===== src/design/tx_timestamp_request_id_tracker_core_defines.svh =====
// Assertion macros used by the tracker datapath (tx_tsid_dp).
`ifndef TX_TIMESTAMP_REQUEST_ID_TRACKER_CORE_DEFINES_SVH
`define TX_TIMESTAMP_REQUEST_ID_TRACKER_CORE_DEFINES_SVH

// Same-cycle implication, disabled while reset is low.
`define TSID_ASSERT_NOW(lbl, clk, rst_n, pre, post) \
    lbl: assert property (@(posedge clk) disable iff (!rst_n) (pre) |-> (post)) \
        else $error("tracker check failed");

// Next-cycle implication, disabled while reset is low.
`define TSID_ASSERT_NEXT(lbl, clk, rst_n, pre, post) \
    lbl: assert property (@(posedge clk) disable iff (!rst_n) (pre) |=> (post)) \
        else $error("tracker sequence check failed");

`endif


===== src/design/tx_tsid_pkg.sv =====
`default_nettype none

package tx_tsid_pkg;

    localparam logic [1:0] FUNC_ALLOC  = 2'd0;
    localparam logic [1:0] FUNC_REPORT = 2'd1;
    localparam logic [1:0] FUNC_SWEEP  = 2'd2;

    localparam logic [2:0] ST_GRANTED = 3'd0;
    localparam logic [2:0] ST_NOFREE  = 3'd1;
    localparam logic [2:0] ST_MATCHED = 3'd2;
    localparam logic [2:0] ST_UNKNOWN = 3'd3;
    localparam logic [2:0] ST_EXPIRED = 3'd4;

    // Register map: one 32-bit register, selected by paddr[2].
    localparam int         ADDR_W      = 3;
    localparam logic       REG_EXPIRY  = 1'b0;
    localparam int         EXPIRY_W    = 31;
    localparam logic [30:0] EXPIRY_RESET = 31'd5000;

    // Most IDs released by one sweep.
    localparam int MAX_SWEEP = 16;
    localparam int CNT_W     = 5;

    typedef struct packed {
        logic accept;   // latch the input word, restart the scan
        logic exec;     // resolve allocate or report into the output
        logic take;     // release the scanned ID, push any held expiry
        logic next;     // advance the scan index
        logic flush;    // push the held expiry as the final word
    } t_cmd;

    typedef struct packed {
        logic out_free;
        logic hit;
        logic pend_valid;
        logic scan_end;
        logic cnt_full;
    } t_stat;

endpackage

`default_nettype wire


===== src/design/tx_tsid_if.sv =====
`default_nettype none

interface tx_tsid_in_if #(
    parameter int TIME_WIDTH = 32
);
    logic                  valid;
    logic                  ready;
    logic [1:0]            func;
    logic [3:0]            req_id;
    logic [63:0]           hw_timestamp;
    logic [TIME_WIDTH-1:0] now_ticks;

    modport source (output valid, func, req_id, hw_timestamp, now_ticks, input ready);
    modport sink   (input valid, func, req_id, hw_timestamp, now_ticks, output ready);
endinterface

interface tx_tsid_out_if;
    logic        valid;
    logic        ready;
    logic [2:0]  status;
    logic [3:0]  slot_id;
    logic [63:0] out_timestamp;
    logic        last_result;

    modport source (output valid, status, slot_id, out_timestamp, last_result, input ready);
    modport sink   (input valid, status, slot_id, out_timestamp, last_result, output ready);
endinterface

`default_nettype wire


===== src/design/tx_tsid_cfg.sv =====
`default_nettype none

module tx_tsid_cfg (
    input  wire logic                           i_clk,
    input  wire logic                           i_rst_n,
    input  wire logic                           psel,
    input  wire logic                           penable,
    input  wire logic                           pwrite,
    input  wire logic [tx_tsid_pkg::ADDR_W-1:0] paddr,
    input  wire logic [31:0]                    pwdata,
    output logic      [31:0]                    prdata,
    output logic                                pready,
    output logic      [tx_tsid_pkg::EXPIRY_W-1:0] o_expiry
);

    logic [tx_tsid_pkg::EXPIRY_W-1:0] r_expiry;
    logic                             wr_en;

    assign wr_en = psel && penable && pwrite && (paddr[2] == tx_tsid_pkg::REG_EXPIRY);

    always_ff @(posedge i_clk) begin
        if (!i_rst_n) begin
            r_expiry <= tx_tsid_pkg::EXPIRY_RESET;
        end else if (wr_en) begin
            r_expiry <= pwdata[tx_tsid_pkg::EXPIRY_W-1:0];
        end
    end

    always_comb begin
        if (paddr[2] == tx_tsid_pkg::REG_EXPIRY) begin
            prdata = {1'b0, r_expiry};
        end else begin
            prdata = 32'd0;
        end
    end

    assign pready   = 1'b1;
    assign o_expiry = r_expiry;

endmodule

`default_nettype wire


===== src/design/tx_tsid_ctrl.sv =====
`default_nettype none

module tx_tsid_ctrl (
    input  wire logic               i_clk,
    input  wire logic               i_rst_n,
    input  wire logic               i_in_valid,
    input  wire logic [1:0]         i_in_func,
    input  wire tx_tsid_pkg::t_stat i_stat,
    output logic                    o_in_ready,
    output tx_tsid_pkg::t_cmd       o_cmd
);

    typedef enum logic [2:0] {
        S_IDLE,
        S_EXEC,
        S_SW_RD,
        S_SW_CHK,
        S_SW_FLUSH
    } t_state;

    t_state r_state;
    t_state n_state;

    assign o_in_ready = (r_state == S_IDLE);

    always_comb begin
        n_state = r_state;
        o_cmd   = '0;
        case (r_state)
            S_IDLE: begin
                if (i_in_valid) begin
                    o_cmd.accept = 1'b1;
                    case (i_in_func)
                        tx_tsid_pkg::FUNC_ALLOC:  n_state = S_EXEC;
                        tx_tsid_pkg::FUNC_REPORT: n_state = S_EXEC;
                        tx_tsid_pkg::FUNC_SWEEP:  n_state = S_SW_RD;
                        default:                  n_state = S_IDLE;
                    endcase
                end
            end
            S_EXEC: begin
                if (i_stat.out_free) begin
                    o_cmd.exec = 1'b1;
                    n_state    = S_IDLE;
                end
            end
            S_SW_RD: begin
                n_state = S_SW_CHK;
            end
            S_SW_CHK: begin
                if (i_stat.hit) begin
                    // a held expiry must leave before the new one replaces it
                    if (!i_stat.pend_valid || i_stat.out_free) begin
                        o_cmd.take = 1'b1;
                        if (i_stat.cnt_full || i_stat.scan_end) begin
                            n_state = S_SW_FLUSH;
                        end else begin
                            o_cmd.next = 1'b1;
                            n_state    = S_SW_RD;
                        end
                    end
                end else if (i_stat.scan_end) begin
                    n_state = S_SW_FLUSH;
                end else begin
                    o_cmd.next = 1'b1;
                    n_state    = S_SW_RD;
                end
            end
            S_SW_FLUSH: begin
                if (!i_stat.pend_valid) begin
                    n_state = S_IDLE;
                end else if (i_stat.out_free) begin
                    o_cmd.flush = 1'b1;
                    n_state     = S_IDLE;
                end
            end
            default: begin
                n_state = S_IDLE;
            end
        endcase
    end

    always_ff @(posedge i_clk) begin
        if (!i_rst_n) begin
            r_state <= S_IDLE;
        end else begin
            r_state <= n_state;
        end
    end

endmodule

`default_nettype wire


===== src/design/tx_tsid_dp.sv =====
`default_nettype none
`include "tx_timestamp_request_id_tracker_core_defines.svh"

module tx_tsid_dp #(
    parameter int NUM_IDS    = 16,
    parameter int TIME_WIDTH = 32
) (
    input  wire logic                             i_clk,
    input  wire logic                             i_rst_n,
    input  wire tx_tsid_pkg::t_cmd                i_cmd,
    output tx_tsid_pkg::t_stat                    o_stat,
    input  wire logic [1:0]                       i_func,
    input  wire logic [3:0]                       i_req_id,
    input  wire logic [63:0]                      i_hw_timestamp,
    input  wire logic [TIME_WIDTH-1:0]            i_now_ticks,
    input  wire logic [tx_tsid_pkg::EXPIRY_W-1:0] i_expiry,
    input  wire logic                             i_out_ready,
    output logic                                  o_out_valid,
    output logic [2:0]                            o_status,
    output logic [3:0]                            o_slot_id,
    output logic [63:0]                           o_out_timestamp,
    output logic                                  o_last_result
);

    localparam int IDX_W = (NUM_IDS > 1) ? $clog2(NUM_IDS) : 1;
    localparam int CW    = tx_tsid_pkg::CNT_W;

    logic [NUM_IDS-1:0]    r_busy;
    logic [TIME_WIDTH-1:0] r_start_mem [NUM_IDS];
    logic [TIME_WIDTH-1:0] r_rdata;

    logic [1:0]            r_func;
    logic [3:0]            r_rid;
    logic [63:0]           r_ts;
    logic [TIME_WIDTH-1:0] r_now;

    logic [IDX_W-1:0]      r_scan;
    logic [CW-1:0]         r_cnt;
    logic                  r_pend_valid;
    logic [IDX_W-1:0]      r_pend_id;

    logic                  r_out_valid;
    logic [2:0]            r_out_status;
    logic [3:0]            r_out_slot;
    logic [63:0]           r_out_ts;
    logic                  r_out_last;

    logic                  free_found;
    logic [IDX_W-1:0]      free_idx;
    logic [7:0]            free_wide;
    logic [7:0]            rid_wide;
    logic [IDX_W-1:0]      rid_idx;
    logic                  matched;
    logic [7:0]            pend_wide;
    logic [63:0]           exp_wide;
    logic [TIME_WIDTH-1:0] exp_t;
    logic [TIME_WIDTH-1:0] age_diff;
    logic                  hit;
    logic                  grant;
    logic                  out_free;
    logic                  out_load;

    // lowest free ID
    always_comb begin
        free_found = 1'b0;
        free_idx   = '0;
        for (int i = NUM_IDS - 1; i >= 0; i--) begin
            if (!r_busy[i]) begin
                free_found = 1'b1;
                free_idx   = IDX_W'(i);
            end
        end
    end

    assign free_wide = {{(8 - IDX_W){1'b0}}, free_idx};
    assign pend_wide = {{(8 - IDX_W){1'b0}}, r_pend_id};
    assign rid_wide  = {4'd0, r_rid};
    assign rid_idx   = rid_wide[IDX_W-1:0];
    assign matched   = (rid_wide < 8'(NUM_IDS)) && r_busy[rid_idx];

    // expired when (now - start - expiry) is non-negative in wrapping time
    assign exp_wide = {{(64 - tx_tsid_pkg::EXPIRY_W){1'b0}}, i_expiry};
    assign exp_t    = exp_wide[TIME_WIDTH-1:0];
    assign age_diff = r_now - r_rdata - exp_t;
    assign hit      = r_busy[r_scan] && !age_diff[TIME_WIDTH-1];

    assign grant    = i_cmd.exec && (r_func == tx_tsid_pkg::FUNC_ALLOC) && free_found;
    assign out_free = !r_out_valid || i_out_ready;
    assign out_load = i_cmd.exec || (i_cmd.take && r_pend_valid) || i_cmd.flush;

    assign o_stat.out_free   = out_free;
    assign o_stat.hit        = hit;
    assign o_stat.pend_valid = r_pend_valid;
    assign o_stat.scan_end   = (r_scan == IDX_W'(NUM_IDS - 1));
    assign o_stat.cnt_full   = (r_cnt == CW'(tx_tsid_pkg::MAX_SWEEP - 1));

    // start-time store
    always_ff @(posedge i_clk) begin
        if (grant) begin
            r_start_mem[free_idx] <= r_now;
        end
        r_rdata <= r_start_mem[r_scan];
    end

    // latched input word
    always_ff @(posedge i_clk) begin
        if (i_cmd.accept) begin
            r_func <= i_func;
            r_rid  <= i_req_id;
            r_ts   <= i_hw_timestamp;
            r_now  <= i_now_ticks;
        end
    end

    // busy map and sweep control
    always_ff @(posedge i_clk) begin
        if (!i_rst_n) begin
            r_busy       <= '0;
            r_scan       <= '0;
            r_cnt        <= '0;
            r_pend_valid <= 1'b0;
            r_pend_id    <= '0;
        end else begin
            if (i_cmd.accept) begin
                r_scan       <= '0;
                r_cnt        <= '0;
                r_pend_valid <= 1'b0;
            end
            if (grant) begin
                r_busy[free_idx] <= 1'b1;
            end
            if (i_cmd.exec && (r_func == tx_tsid_pkg::FUNC_REPORT) && matched) begin
                r_busy[rid_idx] <= 1'b0;
            end
            if (i_cmd.take) begin
                r_busy[r_scan] <= 1'b0;
                r_pend_valid   <= 1'b1;
                r_pend_id      <= r_scan;
                r_cnt          <= r_cnt + CW'(1);
            end
            if (i_cmd.next) begin
                r_scan <= r_scan + IDX_W'(1);
            end
            if (i_cmd.flush) begin
                r_pend_valid <= 1'b0;
            end
        end
    end

    always_ff @(posedge i_clk) begin
        if (!i_rst_n) begin
            r_out_valid <= 1'b0;
        end else if (out_load) begin
            r_out_valid <= 1'b1;
        end else if (i_out_ready) begin
            r_out_valid <= 1'b0;
        end
    end

    always_ff @(posedge i_clk) begin
        if (i_cmd.exec) begin
            r_out_last <= 1'b1;
            if (r_func == tx_tsid_pkg::FUNC_ALLOC) begin
                r_out_status <= free_found ? tx_tsid_pkg::ST_GRANTED : tx_tsid_pkg::ST_NOFREE;
                r_out_slot   <= free_found ? free_wide[3:0] : 4'd0;
                r_out_ts     <= 64'd0;
            end else begin
                r_out_status <= matched ? tx_tsid_pkg::ST_MATCHED : tx_tsid_pkg::ST_UNKNOWN;
                r_out_slot   <= r_rid;
                r_out_ts     <= matched ? r_ts : 64'd0;
            end
        end else if ((i_cmd.take && r_pend_valid) || i_cmd.flush) begin
            r_out_status <= tx_tsid_pkg::ST_EXPIRED;
            r_out_slot   <= pend_wide[3:0];
            r_out_ts     <= 64'd0;
            r_out_last   <= i_cmd.flush;
        end
    end

    assign o_out_valid     = r_out_valid;
    assign o_status        = r_out_status;
    assign o_slot_id       = r_out_slot;
    assign o_out_timestamp = r_out_ts;
    assign o_last_result   = r_out_last;

    `TSID_ASSERT_NOW(a_no_overwrite, i_clk, i_rst_n, out_load && r_out_valid, i_out_ready)
    `TSID_ASSERT_NEXT(a_take_frees, i_clk, i_rst_n, i_cmd.take, !r_busy[$past(r_scan)])
    `TSID_ASSERT_NOW(a_sweep_cap, i_clk, i_rst_n, 1'b1, r_cnt <= CW'(tx_tsid_pkg::MAX_SWEEP))
    `TSID_ASSERT_NOW(a_ts_only_matched, i_clk, i_rst_n,
        r_out_valid && (r_out_status != tx_tsid_pkg::ST_MATCHED), r_out_ts == 64'd0)

endmodule

`default_nettype wire


===== src/design/tx_timestamp_request_id_tracker_core.sv =====
// Transmit timestamp request ID tracker.
// Input channel i_item carries one word per operation: allocate (lowest free
// ID granted and its start tick recorded), timestamp report (a busy ID is
// released and the timestamp handed on) or expiry sweep (every busy ID whose
// age has reached expiry_ticks is released, lowest first, at most sixteen).
// Output channel o_result returns one word for allocate and report, one word
// per released ID for a sweep (last_result on the final one) and none for an
// empty sweep or an unused operation code.
// Allocate and report: the controller latches the word on acceptance, then in
// S_EXEC resolves it into the output register once that register is free;
// no new word is taken until the controller is back in S_IDLE.
// Sweep: each ID scanned takes a start-time read (S_SW_RD) and an age check
// (S_SW_CHK), and a final flush (S_SW_FLUSH) ends it; no input is taken meanwhile.
// The APB port holds expiry_ticks at offset 0; pready is tied high.
// Reset clears the busy map (no ID outstanding) and loads expiry_ticks 5000.
// While the receiver stalls, the output register holds its word; a further
// input word is still taken, its result waits inside until the register
// drains, and the input is held off meanwhile.
`default_nettype none

module tx_timestamp_request_id_tracker_core #(
    parameter int NUM_IDS    = 16,
    parameter int TIME_WIDTH = 32
) (
    input  wire logic                           i_clk,
    input  wire logic                           i_rst_n,
    tx_tsid_in_if.sink                          i_item,
    tx_tsid_out_if.source                       o_result,
    input  wire logic                           psel,
    input  wire logic                           penable,
    input  wire logic                           pwrite,
    input  wire logic [tx_tsid_pkg::ADDR_W-1:0] paddr,
    input  wire logic [31:0]                    pwdata,
    output logic      [31:0]                    prdata,
    output logic                                pready
);

    tx_tsid_pkg::t_cmd                cmd;
    tx_tsid_pkg::t_stat               stat;
    logic                             in_ready;
    logic [tx_tsid_pkg::EXPIRY_W-1:0] expiry;

    assign i_item.ready = in_ready;

    // register port
    tx_tsid_cfg u_cfg (
        .i_clk    (i_clk),
        .i_rst_n  (i_rst_n),
        .psel     (psel),
        .penable  (penable),
        .pwrite   (pwrite),
        .paddr    (paddr),
        .pwdata   (pwdata),
        .prdata   (prdata),
        .pready   (pready),
        .o_expiry (expiry)
    );

    // sequencing of allocate, report and sweep
    tx_tsid_ctrl u_ctrl (
        .i_clk      (i_clk),
        .i_rst_n    (i_rst_n),
        .i_in_valid (i_item.valid),
        .i_in_func  (i_item.func),
        .i_stat     (stat),
        .o_in_ready (in_ready),
        .o_cmd      (cmd)
    );

    // busy map, start times, sweep scan and output register
    tx_tsid_dp #(
        .NUM_IDS    (NUM_IDS),
        .TIME_WIDTH (TIME_WIDTH)
    ) u_dp (
        .i_clk           (i_clk),
        .i_rst_n         (i_rst_n),
        .i_cmd           (cmd),
        .o_stat          (stat),
        .i_func          (i_item.func),
        .i_req_id        (i_item.req_id),
        .i_hw_timestamp  (i_item.hw_timestamp),
        .i_now_ticks     (i_item.now_ticks),
        .i_expiry        (expiry),
        .i_out_ready     (o_result.ready),
        .o_out_valid     (o_result.valid),
        .o_status        (o_result.status),
        .o_slot_id       (o_result.slot_id),
        .o_out_timestamp (o_result.out_timestamp),
        .o_last_result   (o_result.last_result)
    );

endmodule

`default_nettype wire


===== src/flat_wrapper.sv =====
// flat-port wrapper written by rule: the top's interface ports become plain ports
module tx_timestamp_request_id_tracker_core_flat 
#(
    parameter int NUM_IDS    = 16,
    parameter int TIME_WIDTH = 32
)
  (i_clk, i_rst_n, psel, penable, pwrite, paddr, pwdata, prdata, pready, i_item_valid, i_item_func, i_item_req_id, i_item_hw_timestamp, i_item_now_ticks, i_item_ready, o_result_valid, o_result_status, o_result_slot_id, o_result_out_timestamp, o_result_last_result, o_result_ready);
  tx_tsid_in_if #(.TIME_WIDTH(TIME_WIDTH)) i_item_i ();
  tx_tsid_out_if o_result_i ();
  input  wire logic i_clk;
  input  wire logic i_rst_n;
  input  wire logic psel;
  input  wire logic penable;
  input  wire logic pwrite;
  input  wire logic [tx_tsid_pkg::ADDR_W-1:0] paddr;
  input  wire logic [31:0] pwdata;
  output logic      [31:0] prdata;
  output logic pready;
  input wire logic [$bits(i_item_i.valid)-1:0] i_item_valid;
  input wire logic [$bits(i_item_i.func)-1:0] i_item_func;
  input wire logic [$bits(i_item_i.req_id)-1:0] i_item_req_id;
  input wire logic [$bits(i_item_i.hw_timestamp)-1:0] i_item_hw_timestamp;
  input wire logic [$bits(i_item_i.now_ticks)-1:0] i_item_now_ticks;
  output wire logic [$bits(i_item_i.ready)-1:0] i_item_ready;
  output wire logic [$bits(o_result_i.valid)-1:0] o_result_valid;
  output wire logic [$bits(o_result_i.status)-1:0] o_result_status;
  output wire logic [$bits(o_result_i.slot_id)-1:0] o_result_slot_id;
  output wire logic [$bits(o_result_i.out_timestamp)-1:0] o_result_out_timestamp;
  output wire logic [$bits(o_result_i.last_result)-1:0] o_result_last_result;
  input wire logic [$bits(o_result_i.ready)-1:0] o_result_ready;
  assign i_item_i.valid = i_item_valid;
  assign i_item_i.func = i_item_func;
  assign i_item_i.req_id = i_item_req_id;
  assign i_item_i.hw_timestamp = i_item_hw_timestamp;
  assign i_item_i.now_ticks = i_item_now_ticks;
  assign i_item_ready = i_item_i.ready;
  assign o_result_valid = o_result_i.valid;
  assign o_result_status = o_result_i.status;
  assign o_result_slot_id = o_result_i.slot_id;
  assign o_result_out_timestamp = o_result_i.out_timestamp;
  assign o_result_last_result = o_result_i.last_result;
  assign o_result_i.ready = o_result_ready;
  tx_timestamp_request_id_tracker_core #(.NUM_IDS(NUM_IDS), .TIME_WIDTH(TIME_WIDTH)) u_core (.i_clk(i_clk), .i_rst_n(i_rst_n), .i_item(i_item_i), .o_result(o_result_i), .psel(psel), .penable(penable), .pwrite(pwrite), .paddr(paddr), .pwdata(pwdata), .prdata(prdata), .pready(pready));
endmodule

===== config.mk =====
export PLATFORM = sky130hd
export DESIGN_NAME = tx_timestamp_request_id_tracker_core_flat
export DESIGN_NICKNAME = d
export VERILOG_FILES = /design/src/design/tx_tsid_pkg.sv /design/src/design/tx_tsid_if.sv /design/src/design/tx_tsid_cfg.sv /design/src/design/tx_tsid_ctrl.sv /design/src/design/tx_tsid_dp.sv /design/src/design/tx_timestamp_request_id_tracker_core.sv /design/src/flat_wrapper.sv
export VERILOG_INCLUDE_DIRS = /design/src /design/src/design
export SDC_FILE = /design/constraint.sdc
export NUM_CORES = 1
export LEC_CHECK = 0
export ABC_AREA = 1
export BUFFER_PORTS_ARGS = -buffer_cell sky130_fd_sc_hd__buf_2
export CAP_MARGIN = 20
export CORE_MARGIN = 8
export CORE_UTILIZATION = 37
export DETAILED_ROUTE_END_ITERATION = 16
export PLACE_DENSITY_LB_ADDON = 0.25
export SYNTH_ARGS = -nofsm -noshare
export SYNTH_HDL_FRONTEND = slang
export SYNTH_SLANG_ARGS = --single-unit
export TNS_END_PERCENT = 50

===== constraint.sdc =====
create_clock -name i_clk -period 15.7 [get_ports i_clk]
set_clock_uncertainty 0.05 [all_clocks]
set_input_delay 0.785 -clock i_clk [delete_from_list [all_inputs] [get_ports i_clk]]
set_output_delay 0.785 -clock i_clk [all_outputs]
set_load 0.05 [all_outputs]

-- Yosys cells after proc, flatten, opt, wreduce, memory -nomap -nowiden
Memory sizes are Yosys's and may differ from the RTL's. A register that Yosys moved wholly into a read port is not among the register bits.
Cells that the tools add are included.
- memory bits (writable): 512
- output and inout bits: 107
- memories: 1
- flip-flop bits (word level): 239
- equal/unequal tests: 11
- order comparisons: 7
- muxes and demuxes: 92
- $add $sub $neg: 4
- bitwise logic cells: 7
- reductions and logical operators: 32
- memories (name ; depth ; width ; rd ports ; clocked after Yosys merged registers in ; write ports ; RTL line ; text):
    u_core.u_dp.r_start_mem ; 16 ; 32 ; 1 ; 1 ; 1 ; tx_tsid_dp.sv:29 ; logic [TIME_WIDTH-1:0] r_start_mem [NUM_IDS];
- operator list (cell ; count):
    2-to-1 mux 64 bit ; 4
    2-to-1 mux 4 bit ; 22
    2-to-1 mux 16 bit ; 5
    2-to-1 mux 1 bit ; 39
    AND 16 bit ; 2
    inverter 16 bit ; 2
    subtractor 32 x 31 -> 32 bit ; 1
    subtractor 32 bit ; 1
    2-to-1 mux 31 bit ; 1
    2-to-1 mux 3 bit ; 9
    < comparator 4 x 5 -> 1 bit, second input constant ; 4
    bitwise OR 16 bit ; 1
    one-hot mux 3 bit (5 select lines) ; 1
    logical AND 1 bit ; 13
    demux 1 bit (select 4 bit) ; 3
    greater-or-equal comparator 4 x 1 -> 1 bit, second input constant ; 3
    2-to-1 mux 5 bit ; 2
    binary-select mux 1 bit (select 4 bit) ; 2
    nonzero test 2 bit ; 4
    equality test 3 x 2 -> 1 bit, second input constant ; 2
    logical OR 1 bit ; 6
    2-to-1 mux 2 bit ; 3
    adder 5 x 1 -> 5 bit, second input constant ; 1
    equality test 5 x 4 -> 1 bit, second input constant ; 1
    15 further kinds ; 21

-- Logic depth before layout (Yosys ltp)
Gate-level depths: netlist of the first run.
- depth after elaboration: 28
- gate-level depth with buffers: 20

-- Cells and area by module
A second synthesis of the first run with hierarchy kept.
- cells, all modules: 2610
- area, all modules: 31436.4 um^2
- modules (own cells, without submodules) (module ; area an instance (um^2) ; times used ; cells an instance):
    tx_tsid_dp ; 29559.6 ; 1 ; 2297
    tx_tsid_cfg ; 1606.5 ; 1 ; 264
    tx_tsid_ctrl ; 270.3 ; 1 ; 49

-- Worst setup path after synthesis of the first run
No wires, ideal clock.
- path type: register to register
- start: reg u_core.u_ctrl.r_state[2]
- end: reg u_core.u_dp.r_cnt[2]
- stages on the path, launching flop included: 11
- buffers on the path: 0
- required time: 15.529 ns
- slack: 8.775 ns
- arrival time: 6.754 ns
- library setup time: 0.121 ns
- cell sequence: dfxtp_1 nor2_1 inv_1 nor2_1 inv_1 nor2_1 inv_1 nand2_1 inv_1 nand2_1 a21oi_1
- RTL lines (what ; RTL line ; text):
    start: declaration ; tx_tsid_ctrl.sv:21 ; t_state r_state;
    start signal: assignment ; tx_tsid_ctrl.sv:87 ; r_state <= n_state;
    end signal: assignment ; tx_tsid_dp.sv:139 ; r_cnt <= r_cnt + CW'(1);
    end: declaration ; tx_tsid_dp.sv:38 ; logic [CW-1:0] r_cnt;

-- Worst setup path in the final report of the first run
- start: reg u_core.u_dp.r_now[9]
- end: reg u_core.u_dp.r_out_ts[27] (netlist: u_core.u_dp.o_out_timestamp[27]), enable pin
- word-level cells in the longest chain between the ends: 9
- RTL lines (what ; RTL line ; text):
    start: declaration ; tx_tsid_dp.sv:35 ; logic [TIME_WIDTH-1:0] r_now;
    start signal: assignment ; tx_tsid_dp.sv:111 ; r_now <= i_now_ticks;
    subtractor 32 bit ; tx_tsid_dp.sv:84 ; assign age_diff = r_now - r_rdata - exp_t;
    subtractor 32 x 31 -> 32 bit ; tx_tsid_dp.sv:84 ;
    logical NOT 1 bit ; tx_tsid_dp.sv:85 ; assign hit = r_busy[r_scan] && !age_diff[TIME_WIDTH-1];
    logical AND 1 bit ; tx_tsid_dp.sv:85 ;
    2-to-1 mux 1 bit ; tx_tsid_ctrl.sv:51 ; if (i_stat.hit) begin
    2-to-1 mux 2 bit ; tx_tsid_ctrl.sv:29 ; case (r_state)
    logical AND 1 bit ; tx_tsid_dp.sv:172 ; end else if ((i_cmd.take && r_pend_valid) || i_cmd.flush) begin
    logical OR 1 bit ; tx_tsid_dp.sv:172 ;
    nonzero test 2 bit (no source line) ; n/a ;
    end signal: assignment ; tx_tsid_dp.sv:170 ; r_out_ts <= matched ? r_ts : 64'd0;
    end: declaration ; tx_tsid_dp.sv:45 ; logic [63:0] r_out_ts;
No other way between the ends.
A chain may end at the register's enable or synchronous reset.

==> impl_metrics.prom, run 1 <==
# TYPE chip_impl_metric gauge
chip_impl_info{name="postSynth.topFlopCell",value="sky130_fd_sc_hd__edfxtp_1"} 1
chip_impl_metric{name="ys_seq_area_share",unit="%"} 72.3
chip_impl_metric{name="mappedNetlistArea",unit="mm²"} 0.0312
chip_impl_info{name="reg2reg_end",value="u_core.u_dp.o_out_timestamp[27]"} 1
chip_impl_info{name="post_synth_main_area_contributors",value="sky130_fd_sc_hd__edfxtp_1 66%, sky130_fd_sc_hd__dfxtp_1 6.3%, sky130_fd_sc_hd__o21ai_0 4.8%"} 1
chip_impl_metric{name="total_nets_after_synthesis",unit=""} 2734
chip_impl_metric{name="grt_use_total",unit="%"} 17.1
chip_impl_metric{name="grt_max_degree",unit=""} 222
chip_impl_metric{name="grt_use_met3",unit="%"} 2.85
chip_impl_info{name="cts.root.buffer_cell",value="sky130_fd_sc_hd__clkbuf_16"} 1
chip_impl_metric{name="pin_count",unit=""} 251
chip_impl_metric{name="drtPass1Iterations",unit=""} 6
chip_impl_info{name="netlist_top_cells_count",value="685 x sky130_fd_sc_hd__edfxtp_1, 389 x sky130_fd_sc_hd__nor2_1, 299 x sky130_fd_sc_hd__o21ai_0"} 1
chip_impl_metric{name="post_cts_hold_buffer_count",unit=""} 0
chip_impl_metric{name="gp_congestion",unit=""} 0.834
chip_impl_info{name="crit_path_frequent_cell",value="sky130_fd_sc_hd__nand2_1"} 1
chip_impl_metric{name="routed_wire_length_per_instance",unit="µm"} 21.3
chip_impl_metric{name="route.detailed.vias_per_inst",unit=""} 5.14
chip_impl_info{name="grt_setup_unrepaired",value="no"} 1
chip_impl_metric{name="combined_buffer_and_inverter_count_along_the_critical_path",unit=""} 4
chip_impl_metric{name="fmaxAchievable",unit="GHz"} 0.206
chip_impl_metric{name="worst_skew_pair.late_latency",unit="ns"} 0.65
chip_impl_metric{name="layout.area.seq",unit="mm²"} 0.0225
chip_impl_metric{name="clk_path_buf_depth",unit=""} 3
chip_impl_metric{name="mean_instance_size_in_the_synthesized_netlist",unit="µm²"} 12.4
chip_impl_info{name="grt-busiest-layer",value="met2"} 1
chip_impl_metric{name="synth.top_cell.area_share",unit="%"} 66.0
chip_impl_metric{name="multiInputGateArea",unit="mm²"} 0.00725
chip_impl_metric{name="timing.critical_path.required",unit="ns"} 15.91
chip_impl_metric{name="globalRoute.totalOverflow",unit=""} 0
chip_impl_metric{name="number_of_antenna_violations_at_the_first_check_in_global_routing",unit=""} 2
chip_impl_metric{name="floorplan.die_area",unit="mm²"} 0.0938
chip_impl_metric{name="timing.critical_path.fanout_max",unit=""} 72
chip_impl_metric{name="initial_utilization",unit="%"} 37.3
chip_impl_metric{name="post_cts_resize_count",unit=""} 0
chip_impl_metric{name="synth-async-reset-ratio",unit="%"} 0
chip_impl_metric{name="cp_slowest_stage_delay",unit="ns"} 0.70
chip_impl_metric{name="synth_adder_area_share",unit="%"} 3.39
chip_impl_info{name="synth_top_family_by_area",value="simple AND/OR/NAND/NOR gates"} 1
chip_impl_metric{name="finalWorstPathRequiredPeriod",unit="ns"} 4.85
chip_impl_metric{name="vias_in_the_first_global_route",unit=""} 20000
chip_impl_info{name="hold-path-endpoint",value="u_core.u_dp.r_ts[63]"} 1
chip_impl_info{name="holdCritPathClass",value="primary input to flop"} 1
chip_impl_metric{name="ys_ff_latch",unit=""} 783
chip_impl_info{name="crit_slowest_cell",value="sky130_fd_sc_hd__buf_4"} 1
chip_impl_info{name="synth_area_leader_cell",value="sky130_fd_sc_hd__edfxtp_1"} 1
chip_impl_info{name="result_of_the_run",value="finished clean"} 1
chip_impl_metric{name="hold_violations",unit=""} 0
chip_impl_metric{name="net_count_reported_at_finish",unit=""} 2971
chip_impl_metric{name="tritoncts_num_sinks",unit=""} 783
chip_impl_info{name="path_delay_family",value="simple AND/OR/NAND/NOR gates"} 1
chip_impl_metric{name="synth_compound_gate_area_share",unit="%"} 9.30
chip_impl_metric{name="core_region_area",unit="mm²"} 0.0836
chip_impl_info{name="most_numerous_cell_in_the_yosys_netlist",value="sky130_fd_sc_hd__edfxtp_1"} 1
chip_impl_metric{name="power.leakage",unit="nW"} 13.3
chip_impl_metric{name="area.growth.synth_to_final",unit="%"} 16.1
chip_impl_info{name="cp_cell_sequence",value="inv_1, fa_1, inv_1, ha_1, nand2_1, inv_1, nand3_1, nor3_1, nand2_1, nand2_1, nand2_1, nand2_1, nand2_1, nand2_1, nand2_4, nor2_8, nand2_1, nand2_2, buf_4"} 1
chip_impl_metric{name="die_height",unit="µm"} 306
chip_impl_metric{name="ys_warn_count",unit=""} 0
chip_impl_metric{name="route.antenna.remaining_nets",unit=""} 0
chip_impl_info{name="r2r-start",value="u_core.u_dp.r_now[9]"} 1
chip_impl_metric{name="grt_first_pass_wirelength",unit="µm"} 123000
chip_impl_info{name="tritoncts_clock_tree",value="built"} 1
chip_impl_metric{name="timing.hold.worst_path_depth",unit=""} 1
chip_impl_metric{name="core.rowCount",unit=""} 106
chip_impl_metric{name="die_x",unit="µm"} 306
chip_impl_metric{name="regToRegSetupSlack",unit="ns"} 10.85
chip_impl_metric{name="muxShareOfSynthArea",unit="%"} 0
chip_impl_metric{name="simple_gate_fraction_of_synth_area",unit="%"} 10.3
chip_impl_metric{name="max-slew-margin-rel",unit="%"} 24.7
chip_impl_metric{name="final_setup_violation_count",unit=""} 0
chip_impl_metric{name="r2r.worst_path.cells",unit=""} 19
chip_impl_metric{name="report.final.slew_viol_count",unit=""} 0
chip_impl_metric{name="max_cap_viol_count",unit=""} 0
chip_impl_info{name="end_kind",value="flop"} 1
chip_impl_metric{name="final_util",unit="%"} 43.3
chip_impl_metric{name="total_wirelength_of_the_detailed_routed_design",unit="µm"} 83300
chip_impl_info{name="worstSetupPathType",value="flop to flop"} 1
chip_impl_metric{name="arrival",unit="ns"} 5.06
chip_impl_metric{name="htree_levels",unit=""} 3
chip_impl_metric{name="netlist-cell-type-count",unit=""} 46
chip_impl_metric{name="routed-via-count",unit=""} 20100
chip_impl_metric{name="postCtsSetupRepairBufs",unit=""} 0
chip_impl_info{name="hold_startpoint",value="i_item_hw_timestamp[63]"} 1
chip_impl_metric{name="cts-buffers-inserted",unit=""} 86
chip_impl_metric{name="groute.layer.met1.usage",unit="%"} 21.5
chip_impl_metric{name="final_layout_size_suffix_gt1_share",unit="%"} 15.1
chip_impl_metric{name="detailed_place_hpwl",unit="µm"} 45000
chip_impl_metric{name="place.port_buffers",unit=""} 245
chip_impl_metric{name="groute.layer.met2.usage",unit="%"} 30.2
chip_impl_metric{name="synthCells",unit=""} 2523
chip_impl_metric{name="clkSlewWorstSetupHoldPaths",unit="ns"} 0.06
chip_impl_metric{name="fillerInstances",unit=""} 7613
chip_impl_metric{name="drtIter0Drc",unit=""} 1972
chip_impl_metric{name="power-per-cell-area",unit="mW/mm²"} 123
chip_impl_metric{name="transition_time_at_the_pin_with_the_least_slew_margin",unit="ns"} 1.13
chip_impl_metric{name="final.period_utilization",unit="%"} 30.9
chip_impl_metric{name="vdd_ir_drop_max",unit="µV"} 80.6
chip_impl_metric{name="final.setup.tns",unit="ns"} 0
chip_impl_metric{name="post-route-drc-count",unit=""} 0
chip_impl_metric{name="synth-edff-count",unit=""} 685
chip_impl_info{name="start_kind",value="flop"} 1
chip_impl_metric{name="synth-xor-area-share",unit="%"} 0.141
layout by cell type (no fill, tap or decap), drive strengths merged, types with 2 or more instances in the layout:
cell      instances
nand3            67
nand2           248
xor2              4
o21ai           311
fa               29
edfxtp          685
a21oi            78
bufinv            3
and3              2
clkinvlp          4
buf             277
nor2            392
nand4            49
o221ai            2
o211ai            6
dfxtp            98
a21o              2
ha               38
inv             216
or2               2
nor3             10
o22ai           133
clkbuf          108
conb              2
clkinv           56
worst reg2reg max path, stage by stage, from the launching register on:
cell                       delay (ns)
sky130_fd_sc_hd__edfxtp_1        0.67
sky130_fd_sc_hd__inv_1           0.14
sky130_fd_sc_hd__fa_1            0.52
sky130_fd_sc_hd__inv_1           0.04
sky130_fd_sc_hd__ha_1            0.27
sky130_fd_sc_hd__nand2_1         0.05
sky130_fd_sc_hd__inv_1           0.06
sky130_fd_sc_hd__nand3_1         0.07
sky130_fd_sc_hd__nor3_1          0.39
sky130_fd_sc_hd__nand2_1         0.10
sky130_fd_sc_hd__nand2_1         0.16
sky130_fd_sc_hd__nand2_1         0.10
sky130_fd_sc_hd__nand2_1         0.06
sky130_fd_sc_hd__nand2_1         0.04
sky130_fd_sc_hd__nand2_1         0.24
sky130_fd_sc_hd__nand2_4         0.12
sky130_fd_sc_hd__nor2_8          0.36
sky130_fd_sc_hd__nand2_1         0.15
sky130_fd_sc_hd__nand2_2         0.08
sky130_fd_sc_hd__buf_4           0.70
worst max path at each step:
stage / end / depth (start not counted) / start
6_report: u_core.u_dp.o_out_timestamp[27] / 19 / u_core.u_dp.r_now[9]
5_1_grt: u_core.u_dp.o_out_timestamp[10] / 19 / u_core.u_dp.r_now[9]
4_1_cts: u_core.u_dp.o_status[2] / 19 / u_core.u_dp.r_now[9]
3_5_place_dp: u_core.u_dp.o_out_timestamp[0] / 19 / u_core.u_dp.r_now[9]
3_3_place_gp: u_core.u_dp.o_out_timestamp[23] / 19 / u_core.u_dp.r_now[9]
2_1_floorplan: u_core.u_dp.r_cnt[2] / 10 / u_core.u_ctrl.r_state[2]
flip-flops by register name, summed over array words and instances, names as in the netlist:
signal and cells:
u_core.u_dp.r_cnt 5, u_core.u_dp.r_rdata 32, u_core.u_dp.r_scan 4, u_core.u_dp.r_pend_id 4
u_core.u_dp.o_out_valid 1, u_core.u_dp.r_pend_valid 1, u_core.u_dp.o_out_timestamp 64, u_core.u_dp.o_status 3
u_core.u_dp.r_rid 4, u_core.u_cfg.o_expiry 31, u_core.u_dp.r_start_mem 512, u_core.u_dp.o_last_result 1
u_core.u_dp.r_func 2, u_core.u_dp.r_now 32, u_core.u_dp.r_ts 64, u_core.u_dp.r_busy 16
u_core.u_ctrl.r_state 3, u_core.u_dp.o_slot_id 4
metrics by stage:
stage / power, mW / std cells / worst slack (ns) / area, µm² / hold slack [ns]
2_1_floorplan: 2.51 / 2523 / 8.77 / 31200 / 0.380
3_3_place_gp: 2.58 / 3750 / 10.88 / 33500 / 0.385
3_5_place_dp: 2.59 / 3750 / 10.80 / 33500 / 0.402
4_1_cts: 4.50 / 3907 / 10.78 / 36100 / 0.218
5_1_grt: 4.60 / 3910 / 10.53 / 36200 / 0.228
6_report: 4.45 / 3910 / 10.85 / 36200 / 0.266
metal layers:
layer | vias to the layer above | wire [µm] | share of wire, %
met4 | 0 | 1890 | 2.3
met2 | 627 | 42400 | 51
met3 | 130 | 4890 | 5.9
met5 | - | 0 | 0
li1 | 9392 | - | -
met1 | 9938 | 34100 | 41
cell type report:
class	count	share of cell area (%)
inverters	230	2.40
clock inverters	49	1.06
flip-flops and latches	783	62.3
repair buffers	277	4.20
diodes	1	0.00691
clock buffers	108	6.29
multi-input cells	1382	20.0
well taps	1080	3.73
logic make-up (layout without fill, tap and decap cells):
logic type	count (synthesis)	count (layout)
flip-flops	783	783
AND/OR/NAND/NOR	773	773
AO/OA/AOI/OAI	535	535
buffers and inverters	358	664
adder cells (fa/ha/maj)	67	67
XOR/XNOR	5	5
other	2	3
report_power, final:
part	internal, mW	total, mW	switching (mW)
Sequential	2.31	2.35	0.0366
Combinational	0.0580	0.198	0.140
Clock	1.08	1.90	0.822
No activity file was read; power rests on OpenSTA's default activity.
==> run 2, diff against run 1 <==
Clock period 15.7 ns to 4.1 ns, I/O delays scaled along.
==> impl_metrics.prom, run 2 (synthesis results as in run 1) <==
# TYPE chip_impl_metric gauge
chip_impl_info{name="result_of_the_run",value="finished clean"} 1
chip_impl_metric{name="net_count_reported_at_finish",unit=""} 3129
chip_impl_metric{name="arrival",unit="ns"} 3.94
chip_impl_info{name="final_common_cell",value="sky130_fd_sc_hd__edfxtp_1"} 1
chip_impl_metric{name="die_x",unit="µm"} 306
chip_impl_metric{name="grt_max_degree",unit=""} 215
chip_impl_metric{name="grt_use_total",unit="%"} 17.4
chip_impl_info{name="layout.cells.most_common_list",value="685 x sky130_fd_sc_hd__edfxtp_1, 385 x sky130_fd_sc_hd__nor2_1, 299 x sky130_fd_sc_hd__o21ai_0, 245 x sky130_fd_sc_hd__buf_2, 243 x sky130_fd_sc_hd__nand2_1"} 1
chip_impl_info{name="cts.root.buffer_cell",value="sky130_fd_sc_hd__clkbuf_16"} 1
chip_impl_metric{name="final.setup.tns",unit="ns"} 0
chip_impl_metric{name="max_cap_viol_count",unit=""} 0
chip_impl_metric{name="htree_levels",unit=""} 3
chip_impl_metric{name="floorplan.die_area",unit="mm²"} 0.0938
chip_impl_info{name="holdCritPathClass",value="primary input to flop"} 1
chip_impl_metric{name="detailed_place_hpwl",unit="µm"} 46700
chip_impl_metric{name="routed-via-count",unit=""} 20700
chip_impl_info{name="grt_setup_unrepaired",value="no"} 1
chip_impl_metric{name="drtIter0Drc",unit=""} 1864
chip_impl_metric{name="grt_first_pass_wirelength",unit="µm"} 126000
chip_impl_info{name="largest_register",value="u_core.u_dp.r_start_mem"} 1
chip_impl_metric{name="worst_skew_pair.late_latency",unit="ns"} 0.64
chip_impl_metric{name="finalNonFillerCells",unit=""} 4067
chip_impl_metric{name="area.growth.synth_to_final",unit="%"} 21.3
chip_impl_metric{name="core_region_area",unit="mm²"} 0.0836
chip_impl_metric{name="die_height",unit="µm"} 306
chip_impl_metric{name="drtPass1Iterations",unit=""} 5
chip_impl_metric{name="post-route-drc-count",unit=""} 0
chip_impl_info{name="worstSetupPathType",value="flop to flop"} 1
chip_impl_metric{name="final_layout_size_suffix_gt1_share",unit="%"} 15.1
chip_impl_metric{name="place.port_buffers",unit=""} 245
chip_impl_metric{name="pin_count",unit=""} 251
chip_impl_metric{name="route.detailed.vias_per_inst",unit=""} 5.08
chip_impl_metric{name="final_util",unit="%"} 45.3
chip_impl_metric{name="tritoncts_num_sinks",unit=""} 783
chip_impl_metric{name="final.period_utilization",unit="%"} 90.1
chip_impl_metric{name="clkSlewWorstSetupHoldPaths",unit="ns"} 0.06
chip_impl_metric{name="number_of_antenna_violations_at_the_first_check_in_global_routing",unit=""} 1
chip_impl_metric{name="routed_wire_length_per_instance",unit="µm"} 20.7
chip_impl_metric{name="cts-buffers-inserted",unit=""} 84
chip_impl_metric{name="detailedPlace.worstSlack",unit="ns"} 0.405
chip_impl_metric{name="initial_utilization",unit="%"} 37.3
chip_impl_metric{name="total_wirelength_of_the_detailed_routed_design",unit="µm"} 84200
chip_impl_metric{name="route.antenna.remaining_nets",unit=""} 0
chip_impl_metric{name="core.rowCount",unit=""} 106
chip_impl_metric{name="globalRoute.totalOverflow",unit=""} 0
chip_impl_metric{name="power-per-cell-area",unit="mW/mm²"} 456
chip_impl_metric{name="vias_in_the_first_global_route",unit=""} 20900
chip_impl_metric{name="timing.critical_path.fanout_max",unit=""} 21
chip_impl_metric{name="power.leakage",unit="nW"} 14.1
chip_impl_metric{name="vdd_ir_drop_max",unit="µV"} 290
chip_impl_metric{name="transition_time_at_the_pin_with_the_least_slew_margin",unit="ns"} 1.07
chip_impl_metric{name="antenna-diode-count",unit=""} 0
chip_impl_info{name="start_kind",value="flop"} 1
chip_impl_info{name="end_kind",value="flop"} 1
chip_impl_metric{name="fmaxAchievable",unit="GHz"} 0.271
chip_impl_metric{name="placed_cells_incl_taps",unit=""} 3777
chip_impl_metric{name="largest_register_ff_count",unit=""} 512
chip_impl_metric{name="finalWorstPathRequiredPeriod",unit="ns"} 3.69
chip_impl_metric{name="clk_path_buf_depth",unit=""} 3
chip_impl_metric{name="hold_violations",unit=""} 0
chip_impl_metric{name="postLayoutSetupSlackWorst",unit="ns"} 0.408
chip_impl_metric{name="fillerInstances",unit=""} 7556
chip_impl_info{name="tritoncts_clock_tree",value="built"} 1
chip_impl_metric{name="gp_congestion",unit=""} 0.870
chip_impl_metric{name="report.final.slew_viol_count",unit=""} 0
chip_impl_metric{name="timing.critical_path.required",unit="ns"} 4.35
chip_impl_metric{name="max-slew-margin-rel",unit="%"} 29.0
chip_impl_metric{name="final_setup_violation_count",unit=""} 0
run 2: worst paths after layout:
path / startpoint / endpoint / slack, ns / depth (start not counted)
worst max-delay path: u_core.u_dp.r_now[30] / u_core.u_dp.o_out_timestamp[1] / 0.41 / 15
worst min-delay path: penable / u_core.u_cfg.o_expiry[12] / 0.13 / 3
worst max register to register: u_core.u_dp.r_now[30] / u_core.u_dp.o_out_timestamp[1] / 0.41 / 15
worst min register to register: u_core.u_dp.o_last_result / u_core.u_dp.o_last_result / 0.41 / 2
run 2: area by class of cell:
class	count	area (µm²)	share of cell area (%)
multi-input combinational	1382	7250	19.2
clock buffer	117	2340	6.18
timing repair buffer	437	3110	8.21
inverter	230	870	2.30
sequential	783	22500	59.6
tap	1080	1350	3.57
clock inverter	38	363	0.959
run 2: where the power goes:
part / internal [mW] / leakage, nW / switching [mW]
combinational: 0.326 / 5.65 / 0.611
sequential: 8.84 / 7.09 / 0.0927
clock: 4.27 / 1.31 / 3.10
run 2: worst max-delay path, cell delays in order, from the launching register on:
cell and delay (ns):
sky130_fd_sc_hd__edfxtp_1 0.72, sky130_fd_sc_hd__fa_1 0.55, sky130_fd_sc_hd__ha_1 0.31, sky130_fd_sc_hd__nand2_1 0.07
sky130_fd_sc_hd__nor2_1 0.15, sky130_fd_sc_hd__nand4_1 0.13, sky130_fd_sc_hd__nor2_1 0.20, sky130_fd_sc_hd__nand2_1 0.10
sky130_fd_sc_hd__nand2_1 0.07, sky130_fd_sc_hd__nand2_1 0.04, sky130_fd_sc_hd__nand2_1 0.24, sky130_fd_sc_hd__nand2_4 0.12
sky130_fd_sc_hd__nor2_8 0.10, sky130_fd_sc_hd__nand2_1 0.09, sky130_fd_sc_hd__nand2_2 0.10, sky130_fd_sc_hd__buf_4 0.30
run 2: metal layers:
layer  routed length [µm]  part of all wire (%)  vias to the layer above  global-route usage (%)
li1                     -                     -                     9711                       -
met1                35800                    43                    10200                    22.5
met2                41100                    49                      607                    29.4
met3                 4450                   5.3                      171                    3.15
met4                 2750                   3.3                        2                    5.86
met5                   13                 0.015                        -                       0
run 2: what timing repair did:
action,4_1_cts,5_1_grt
resized for setup,0,0
endpoints found under the hold margin,136,0
setup buffers,0,0
hold buffers,135,0
run 2: per-stage QoR:
step / cell area (µm²) / hold WS [ns] / power [mW]
2_1_floorplan: 31200 / 0.254 / 9.60
3_3_place_gp: 33800 / 0.331 / 9.92
3_5_place_dp: 33800 / 0.333 / 9.94
4_1_cts: 37800 / 0.0929 / 17.4
5_1_grt: 37800 / 0.143 / 17.9
6_report: 37800 / 0.134 / 17.2
